--- src/hw/rtl/xor_sprite_row_framebuffer_macros.svh ---
// Assertion macros shared by the sprite framebuffer RTL.
`ifndef XOR_SPRITE_ROW_FRAMEBUFFER_MACROS_SVH
`define XOR_SPRITE_ROW_FRAMEBUFFER_MACROS_SVH

// A property that must hold at every clock edge outside reset.
`define XSRF_ASSERT(label, prop, msg) \
  label: assert property (@(posedge clk) disable iff (!rst_n) prop) else $error(msg);

// A condition that must never be seen at a clock edge outside reset.
`define XSRF_NEVER(label, bad, msg) \
  label: assert property (@(posedge clk) disable iff (!rst_n) !(bad)) else $error(msg);

`endif

--- src/hw/rtl/xsrf_pkg.sv ---
// Constants, types and index helpers for the sprite framebuffer.
package xsrf_pkg;

  // Screen geometry and packing.
  localparam int SCREEN_WIDTH  = 64;
  localparam int SCREEN_HEIGHT = 32;
  localparam int PIXEL_BITS    = 8;
  localparam int ROW_PITCH     = (SCREEN_WIDTH + PIXEL_BITS - 1) / PIXEL_BITS;
  localparam int ROW_BITS      = ROW_PITCH * PIXEL_BITS;
  localparam int STORE_DEPTH   = ROW_PITCH * SCREEN_HEIGHT;

  // Index widths.
  localparam int X_W    = $clog2(SCREEN_WIDTH);
  localparam int ROW_AW = (SCREEN_HEIGHT > 1) ? $clog2(SCREEN_HEIGHT) : 1;
  localparam int COL_AW = (ROW_PITCH > 1) ? $clog2(ROW_PITCH) : 1;

  // Command codes.
  typedef enum logic [1:0] {
    ACT_DRAW  = 2'd0,
    ACT_CLEAR = 2'd1,
    ACT_READ  = 2'd2,
    ACT_NONE  = 2'd3
  } action_t;

  // A packed byte address split into row and byte column.
  typedef struct packed {
    logic [ROW_AW-1:0] row;
    logic [COL_AW-1:0] col;
  } addr_split_t;

  // Column modulo screen width by restoring subtraction.
  function automatic logic [X_W-1:0] wrap_x(input logic [7:0] v);
    logic [11:0] r;
    r = 12'(v);
    for (int k = 4; k >= 0; k--) begin
      if (r >= (12'(SCREEN_WIDTH) << k)) begin
        r = r - (12'(SCREEN_WIDTH) << k);
      end
    end
    return r[X_W-1:0];
  endfunction

  // Row modulo screen height by restoring subtraction.
  function automatic logic [ROW_AW-1:0] wrap_y(input logic [7:0] v);
    logic [15:0] r;
    r = 16'(v);
    for (int k = 7; k >= 0; k--) begin
      if (r >= (16'(SCREEN_HEIGHT) << k)) begin
        r = r - (16'(SCREEN_HEIGHT) << k);
      end
    end
    return r[ROW_AW-1:0];
  endfunction

  // Byte address to row and byte column, dividing by the row pitch.
  function automatic addr_split_t split_addr(input logic [7:0] addr);
    logic [15:0] r;
    logic [7:0]  q;
    addr_split_t s;
    r = 16'(addr);
    q = '0;
    for (int k = 7; k >= 0; k--) begin
      if (r >= (16'(ROW_PITCH) << k)) begin
        r    = r - (16'(ROW_PITCH) << k);
        q[k] = 1'b1;
      end
    end
    s.row = q[ROW_AW-1:0];
    s.col = r[COL_AW-1:0];
    return s;
  endfunction

endpackage

--- src/hw/rtl/xor_sprite_row_framebuffer.sv ---
// Top level of the XOR sprite framebuffer with row-wide pixel memory.
//
// Usage: a command is transferred at a rising edge where start is high and
// busy is low. in_action selects draw sprite row, clear screen or read one
// packed byte; unused codes change nothing and answer with zeros.
// Every command yields exactly one result, shown on out_collision and
// out_read_data for one cycle while out_strobe is high. The receiver cannot
// stall; each result must be taken in its strobe cycle.
// Sequence: the transfer edge reads one row word from the pixel memory; in
// the next cycle (busy high) a draw modifies the word and writes it back;
// the result strobe follows in the cycle after that. A new command can be
// transferred during the strobe cycle, but not while a command is busy.
// This is set by the read-modify-write of one row word through the memory's
// single registered read port; busy interlocks the next read behind the write.
// Clear takes the same sequence: per-row valid bits are dropped at once.
// Reset (rst_n low, synchronous) darkens the screen by clearing the valid
// bits, returns the sequencer to idle and drops any pending strobe.
module xor_sprite_row_framebuffer (
  input  logic                     clk,
  input  logic                     rst_n,
  input  logic                     start,
  output logic                     busy,
  input  logic [1:0]               in_action,
  input  logic [7:0]               in_x_position,
  input  logic [7:0]               in_y_position,
  input  logic [7:0]               in_sprite_row,
  input  logic [7:0]               in_read_address,
  output logic                     out_strobe,
  output logic                     out_collision,
  output logic [7:0]               out_read_data
);
  import xsrf_pkg::*;

  typedef enum logic [1:0] {
    ST_IDLE = 2'b01,
    ST_EXEC = 2'b10
  } state_t;

  state_t                  state_r, state_nxt;
  logic                    accept;
  action_t                 act_in;
  action_t                 act_r;
  logic [X_W-1:0]          x_r;
  logic [7:0]              sprite_r;
  logic [ROW_AW-1:0]       row_r;
  logic [COL_AW-1:0]       bcol_r;
  logic                    in_range_r;

  logic [ROW_BITS-1:0]     mem [SCREEN_HEIGHT];
  logic [ROW_BITS-1:0]     rd_word_r;
  logic [SCREEN_HEIGHT-1:0] valid_r;

  logic [X_W-1:0]          x_wrap;
  logic [ROW_AW-1:0]       y_wrap;
  addr_split_t             split;
  logic                    addr_ok;
  logic [ROW_AW-1:0]       rd_row;

  logic [ROW_BITS-1:0]     old_word;
  logic [SCREEN_WIDTH+7:0] shifted;
  logic [SCREEN_WIDTH-1:0] pix;
  logic [ROW_BITS-1:0]     row_mask;
  logic [ROW_BITS-1:0]     new_word;
  logic [ROW_BITS-1:0]     byte_sh;
  logic                    hit;
  logic [7:0]              rd_byte;

  logic                    out_strobe_r;
  logic                    out_collision_r;
  logic [7:0]              out_read_data_r;

  // Handshake and sequencer.
  assign busy   = (state_r == ST_EXEC);
  assign accept = start && (state_r == ST_IDLE);
  assign act_in = action_t'(in_action);

  always_comb begin
    state_nxt = state_r;
    case (state_r)
      ST_IDLE: if (accept) state_nxt = ST_EXEC;
      ST_EXEC: state_nxt = ST_IDLE;
      default: state_nxt = ST_IDLE;
    endcase
  end

  always_ff @(posedge clk) begin
    if (!rst_n) begin
      state_r <= ST_IDLE;
    end else begin
      state_r <= state_nxt;
    end
  end

  // Address decode on the transfer edge: wrapped position or split byte address.
  always_comb begin
    x_wrap  = wrap_x(in_x_position);
    y_wrap  = wrap_y(in_y_position);
    split   = split_addr(in_read_address);
    addr_ok = (16'(in_read_address) < 16'(STORE_DEPTH));
    if (act_in == ACT_READ) begin
      rd_row = addr_ok ? split.row : '0;
    end else begin
      rd_row = y_wrap;
    end
  end

  // Command capture.
  always_ff @(posedge clk) begin
    if (accept) begin
      act_r      <= act_in;
      x_r        <= x_wrap;
      sprite_r   <= in_sprite_row;
      row_r      <= rd_row;
      bcol_r     <= split.col;
      in_range_r <= addr_ok;
    end
  end

  // Pixel memory: one row word per entry, registered read, write-back of a draw in EXEC.
  always_ff @(posedge clk) begin
    if (accept) begin
      rd_word_r <= mem[rd_row];
    end
    if ((state_r == ST_EXEC) && (act_r == ACT_DRAW)) begin
      mem[row_r] <= new_word;
    end
  end

  // Row valid bits; a row that is not valid reads as dark.
  always_ff @(posedge clk) begin
    if (!rst_n) begin
      valid_r <= '0;
    end else if (state_r == ST_EXEC) begin
      if (act_r == ACT_CLEAR) begin
        valid_r <= '0;
      end else if (act_r == ACT_DRAW) begin
        valid_r[row_r] <= 1'b1;
      end
    end
  end

  // Sprite placement: shift into the row, then fold the spill back to column 0.
  always_comb begin
    old_word = valid_r[row_r] ? rd_word_r : '0;
    shifted  = {sprite_r, SCREEN_WIDTH'(0)} >> x_r;
    pix      = shifted[SCREEN_WIDTH+7:8]
             | (SCREEN_WIDTH'(shifted[7:0]) << (SCREEN_WIDTH - PIXEL_BITS));
    row_mask = ROW_BITS'(pix) << (ROW_BITS - SCREEN_WIDTH);
    new_word = old_word ^ row_mask;
    hit      = |(old_word & row_mask);
    byte_sh  = old_word << (PIXEL_BITS * int'(bcol_r));
    rd_byte  = byte_sh[ROW_BITS-1 -: 8];
  end

  // Result register, strobed for one cycle after EXEC.
  always_ff @(posedge clk) begin
    if (!rst_n) begin
      out_strobe_r <= 1'b0;
    end else begin
      out_strobe_r <= (state_r == ST_EXEC);
    end
  end

  always_ff @(posedge clk) begin
    if (state_r == ST_EXEC) begin
      out_collision_r <= (act_r == ACT_DRAW) && hit;
      out_read_data_r <= ((act_r == ACT_READ) && in_range_r) ? rd_byte : 8'd0;
    end
  end

  assign out_strobe    = out_strobe_r;
  assign out_collision = out_collision_r;
  assign out_read_data = out_read_data_r;

  // Checks on the sequencer and result path.
`include "xor_sprite_row_framebuffer_macros.svh"
  `XSRF_ASSERT(a_accept_busy, (start && !busy) |=> busy, "transfer did not enter busy")
  `XSRF_ASSERT(a_busy_strobe, busy |=> (out_strobe && !busy), "busy cycle gave no result")
  `XSRF_ASSERT(a_hit_draw, (out_strobe && out_collision) |-> ($past(act_r) == ACT_DRAW), "collision on non-draw")
  `XSRF_NEVER(a_idle_strobe, out_strobe && $past(!busy), "result without a busy cycle")

endmodule

--- config.mk ---
export PLATFORM = sky130hd
export DESIGN_NAME = xor_sprite_row_framebuffer
export DESIGN_NICKNAME = d
export VERILOG_FILES = /design/src/hw/rtl/xsrf_pkg.sv /design/src/hw/rtl/xor_sprite_row_framebuffer.sv
export VERILOG_INCLUDE_DIRS = /design/src /design/src/hw/rtl
export SDC_FILE = /design/constraint.sdc
export NUM_CORES = 2
export LEC_CHECK = 0
export BUFFER_PORTS_ARGS = -buffer_cell sky130_fd_sc_hd__buf_2
export CAP_MARGIN = 10
export CORE_MARGIN = 3
export CORE_UTILIZATION = 57
export DETAILED_ROUTE_END_ITERATION = 12
export GPL_ROUTABILITY_DRIVEN = 0
export GPL_TIMING_DRIVEN = 1
export PLACE_DENSITY = 0.76
export SLEW_MARGIN = 5
export SYNTH_ARGS = -nofsm -noshare
export SYNTH_HDL_FRONTEND = slang
export SYNTH_SLANG_ARGS = --single-unit
--- constraint.sdc ---
create_clock -name clk -period 8.5 [get_ports clk]
set_input_delay 0.85 -clock clk [delete_from_list [all_inputs] [get_ports clk]]
set_output_delay 0.85 -clock clk [all_outputs]
set_load 0.03 [all_outputs]
; ---- Word-level counts from Yosys, hierarchy flattened
; Memory sizes are Yosys's and may differ from the RTL's. A register that Yosys moved wholly into a read port is not among the register bits.
; Cells that the tools add are included.
; Widths: inputs -> output; s select.
[classes]
addsub = 10
n_lt_le_gt_ge = 12
n_eq_ne = 5
shifts = 2
n_mux = 25
n_bitwise = 4
n_reduce_logical = 9
[ops]
columns = op, count
row1 = $mux 16, 6
row2 = $shr 72x6->72, 1
row3 = $and 64x64->64, 1
row4 = $mux 32, 2
row5 = $mux 64, 1
row6 = $or 64x64->64, 1
row7 = $reduce_or 64->1, 1
row8 = $shl 64x6->64, 1
row9 = $xor 64x64->64, 1
row10 = $ge 16x6->1 const B, 2
row11 = $ge 16x7->1 const B, 2
row12 = $or 32x32->32, 1
row13 = $sub 16x7->16 const B, 2
row14 = $sub 8x8->9 const B, 3
row15 = $ge 8x8->1 const B, 3
row16 = $ge 16x4->1 const B, 1
row17 = $ge 16x5->1 const B, 1
row18 = $sub 16x5->16 const B, 1
row19 = $sub 16x6->16 const B, 1
row20 = $ge 12x7->1 const B, 1
row21 = $mux 12, 1
row22 = $mux 5, 2
row23 = $mux 1, 9
row24 = $eq 2x2->1 const B, 3
row25 = 14 further kinds, 19
[word_totals]
regBits = 68
ramBits = 2048
in_bits = 37
mem_count = 1
[mem_list]
columns = memory, depth, width, rd, rd_clocked_by_memory_dff, wr, line_no
row1 = mem, 32, 64, 1, 1, 1, xor_sprite_row_framebuffer.sv:49  ; logic [ROW_BITS-1:0] mem [SCREEN_HEIGHT];

; ---- Depth between registers and ports, before layout
[depth]
word_depth = 11
depth_mapped = 23

; ---- Worst setup path after synthesis
; No wires, ideal clock.
[synth_timing]
path_kind = input -> register
from = input start
to = register state_r[0]
t_arrival_ps = 5089
required_ps = 8383
setup_slack_ps = 3295
cell_stages = 4
path_cell_list = nand2_1 -> nor2_1 -> and2_1 -> inv_1
[synth_between]
elab_chain_cells = 1
[synth_rtl]
columns = item, line_no
row1 = "start, declared", xor_sprite_row_framebuffer.sv:21  ; input logic start,
row2 = $logic_and 1x1->1, xor_sprite_row_framebuffer.sv:74  ; assign accept = start && (state_r == ST_IDLE);
row3 = via accept, xor_sprite_row_framebuffer.sv:40  ; logic accept;
row4 = "end signal, assigned", xor_sprite_row_framebuffer.sv:90  ; state_r <= state_nxt;
row5 = "end, declared", xor_sprite_row_framebuffer.sv:39  ; state_t state_r, state_nxt;
; The timed path passes the listed nets, and every way through them passes these cells.
; A chain may end at the register's enable or synchronous reset.

; ---- Worst setup path after layout
[layout_timing]
from = input in_read_address[2]
to = register rd_word_r[57] (read register of mem), data pin
[layout_between]
elab_chain_cells = 11
word_cells_on_any_way = 19
[layout_rtl]
columns = item, line_no
row1 = "start, declared", xor_sprite_row_framebuffer.sv:27  ; input logic [7:0] in_read_address,
row2 = $sub 8x8->9 or $ge 8x8->1 (tied branches), "xsrf_pkg.sv:64, xsrf_pkg.sv:63"
row3 = $mux 16, xsrf_pkg.sv:63  ; if (r >= (16'(ROW_PITCH) << k)) begin
row4 = $sub 16x7->16 or $ge 16x7->1 (tied branches), "xsrf_pkg.sv:64, xsrf_pkg.sv:63"
row5 = $mux 16, xsrf_pkg.sv:63
row6 = $sub 16x6->16 or $ge 16x6->1 (tied branches), "xsrf_pkg.sv:64, xsrf_pkg.sv:63"
row7 = $mux 16, xsrf_pkg.sv:63
row8 = $sub 16x5->16 or $ge 16x5->1 (tied branches), "xsrf_pkg.sv:64, xsrf_pkg.sv:63"
row9 = $mux 16, xsrf_pkg.sv:63
row10 = $ge 16x4->1, xsrf_pkg.sv:63
row11 = $mux 1, xsrf_pkg.sv:63
row12 = $mux 5 *, xor_sprite_row_framebuffer.sv:100  ; if (act_in == ACT_READ) begin
row13 = "end, declared", xor_sprite_row_framebuffer.sv:50  ; logic [ROW_BITS-1:0] rd_word_r;
; Every way passes the cells marked *; elsewhere a longest branch is shown, timed or not.

==> flow_summary.yaml <==
clock_tree:
  htreeDepth: 4
  cts_buffer_depth: 3
  cts_root_buf: "clkbuf_16"
  insertion_delay_ns: 0.87
  cts_tree: "built"
  cts_hold_buffers: 0
  clock_sinks: 2180
  numCtsBuffers: 208
  path_clk_slew_ns: 0.06
  cts_resized: 0
  cts_post_setup_buffers_inserted: 0
critical_path:
  reg2regPathDepth: 5
  r2r_slack_ns: 3.78
  crit_type: "input pin to flop"
  startpoint: "in_read_address[2]"
  critPathMaxFanout: 88
  rr_endpoint: "mem[31][2]$_DFFE_PP_"
  start_kind: "input pin"
  critPathCapture: "rd_word_r[57]$_DFFE_PP_"
  required_ns: 9.10
  rr_startpoint: "act_r[0]$_DFFE_PP_"
  worstSetupEndpointType: "flop"
  critPathArrivalTime_ns: 6.71
timing:
  whs_ns: 0.160
  tns_ns: 0
  setup_viol: 0
  period_minus_slack_ns: 6.11
  max_slew_margin: 0.174
  tightest_slew_ns: 1.24
  finalMaxSlewViolations: 0
  period_share: 0.719
  rsz0062_at_grt: "false"
  clock-skew-final_ns: 0.0647
  hold_viol: 0
  fmaxAchievable_mhz: 164
pwr:
  p_leak_nw: 32.9
  powerDensity_nw_per_um2: 232
  peakVddDrop_mv: 0.184
routing:
  vias: 54400
  drt_wl_total_um: 240000
  wl_per_cell_um: 29.3
  ant_nets: 0
  route.detailed.drc: 0
  drt_iter0_markers: 8209
  viasPerCell: 6.63
  dr.pass1.iters: 8
grt:
  grt-ovfl-total: 0
  grt_pass1_vias: 52000
  grt_pass1_wl_um: 346000
  antenna_found_initial: 7
  grt_max_degree: 152
  grt_usage: 0.303
yosys:
  synth-edff-count: 2145
  synthesis.area_um2: 86800
  yosysSeqAreaShare: 0.750
  ys_ff_latch: 2180
  yosysWarnings: 0
  syn_area_per_cell_um2: 14.4
  synth_top_area_frac: 0.742
  synth_top_area_cell: "edfxtp_1"
  ys_async_sr_fraction: 0
  synth.most_common_cell: "edfxtp_1"
  ys_types: 65
  synth_area_leaders: "edfxtp_1 (74%), nand2_1 (6.2%), mux2i_1 (3.7%), a21oi_1 (1.6%), nand3_1 (1.2%)"
  synth_common_cells: "edfxtp_1 (2145), nand2_1 (1426), mux2i_1 (325), a21oi_1 (275), clkbuf_1 (213)"
  synthFlopType: "edfxtp_1"
  netlist_instances: 6018
flow_run:
  drv_cap: 0
floorplan:
  core_um2: 150000
  die_w_um: 396
  ios: 48
  initial_utilization: 0.577
  rows: 142
  dieHeight_um: 396
  die_area_um2: 157000
outcome:
  outcome: "finished, final reports clean"
finish:
  fin_nets: 6124
  area_growth_pct: 10.7
  drive_gt1_frac: 0.0896
placement:
  hpwl_um: 127000
  portBuffers: 42
hold_path:
  hold_path.class: "input pin to flop"
## state kept, by name (all words and copies together) (netlist names), 2 cells and up
register / flops
valid_r: 32
sprite_r: 8
state_r: 2
out_read_data: 8
rd_word_r: 64
bcol_r: 3
row_r: 5
mem: 2048
act_r: 2
x_r: 6
## routing by layer
metal / global-route usage / share of wire / vias up
met1: 0.412 / 0.36 / 26800
li1: - / - / 22800
met5: 0 / 0.000054 / -
met2: 0.465 / 0.46 / 3974
met4: 0.143 / 0.051 / 2
met3: 0.0759 / 0.14 / 789
## worst max-delay path, cell delays in order
cell	delay (ns)
buf_2	0.10
or4_1	0.72
o31a_1	0.45
a21oi_1	0.19
ha_1	0.34
nand2_1	0.13
a221o_1	0.29
a221oi_1	0.47
nand2_1	0.19
o21ai_4	0.30
buf_12	0.49
nor2_4	0.06
buf_4	0.43
nand2_2	0.57
buf_4	0.48
a21oi_1	0.08
nor4_1	0.30
o211ai_1	0.12
## kinds of logic after synthesis
| family | after synthesis | share of synthesized area |
|---|---|---|
| muxes | 370 | 0.0477 |
| adders and majority gates | 72 | 0.0104 |
| other | 1 | 0.0000432 |
| AOI/OAI and AO/OA | 798 | 0.0604 |
| and+or+nand+nor | 2199 | 0.112 |
| buffers and inverters | 397 | 0.0195 |
| DFF | 2180 | 0.750 |
| xor gates and xnor gates | 1 | 0.000101 |
## report_power, final
| part | internal (mW) | switching, mW | leakage (nW) | total, mW |
|---|---|---|---|---|
| logic | 0.364 | 0.932 | 9.22 | 1.30 |
| registers | 11.8 | 0.0726 | 20.5 | 11.9 |
| clock network | 5.06 | 3.99 | 3.24 | 9.05 |
## layout make-up
class                      count  area [um^2]
sequential                  2180        65100
fill                       10200        54400
multi-input combinational   3446        20400
clock buffer                 267         5520
tap                         2016         2520
timing repair buffer         160         1300
clock inverter               112         1150
inverter                      19         93.8
antenna                        9         22.5
## how the worst min path moves through the flow
stage                                        start                  endpoint  slack, ns  cells after the start
final                             in_sprite_row[7]     sprite_r[7]$_DFFE_PP_       0.16                      1
after global routing              in_sprite_row[2]     sprite_r[2]$_DFFE_PP_       0.12                      1
after CTS                         in_sprite_row[7]     sprite_r[7]$_DFFE_PP_       0.10                      1
after detailed placement  valid_r[10]$_SDFFE_PN0P_  valid_r[10]$_SDFFE_PN0P_       0.50                      2
after global placement    valid_r[23]$_SDFFE_PN0P_  valid_r[23]$_SDFFE_PN0P_       0.48                      2
after floorplan           valid_r[10]$_SDFFE_PN0P_  valid_r[10]$_SDFFE_PN0P_       0.47                      2
## stage by stage
stage               instance area (um^2)  power (mW)  instances  worst slack (ns)  utilization
finish                             96100        22.3       8209              2.39        0.638
global route                       96100        22.8       8200              2.20        0.638
CTS                                96000        22.3       8199              2.67        0.638
detailed placement                 89400        13.4       7820              1.82        0.594
global placement                   89400        13.4       7820              1.96        0.594
floorplan                          86800        12.9       6023              3.29            -
## layout by cell type, fill, tap and decap left out, types with 10 or more instances in the layout
cell and n:
clkbuf_16 211, nor2_1 70, clkbuf_1 53, nor2b_1 46, nand3_1 206, mux2i_1 324
edfxtp_1 2145, o211ai_1 31, and3_1 110, inv_1 14, nand4_1 60, clkinv_1 44
o21ai_0 47, a311oi_1 71, ha_1 72, nor3_1 12, buf_12 16, buf_2 42
a211oi_1 49, bufinv_16 15, mux4_2 34, or3_1 11, nand2_1 1417, o221ai_1 12
a221oi_1 19, a221o_1 14, mux2_2 11, nand2b_1 14, nor2_4 38, dfxtp_1 35
nor4_1 115, buf_4 102, o22ai_1 96, o311ai_1 10, a31oi_1 85, a21oi_1 275
and2_1 69, a32oi_1 43, clkinv_2 35
No activity file was read; power rests on OpenSTA's default activity.
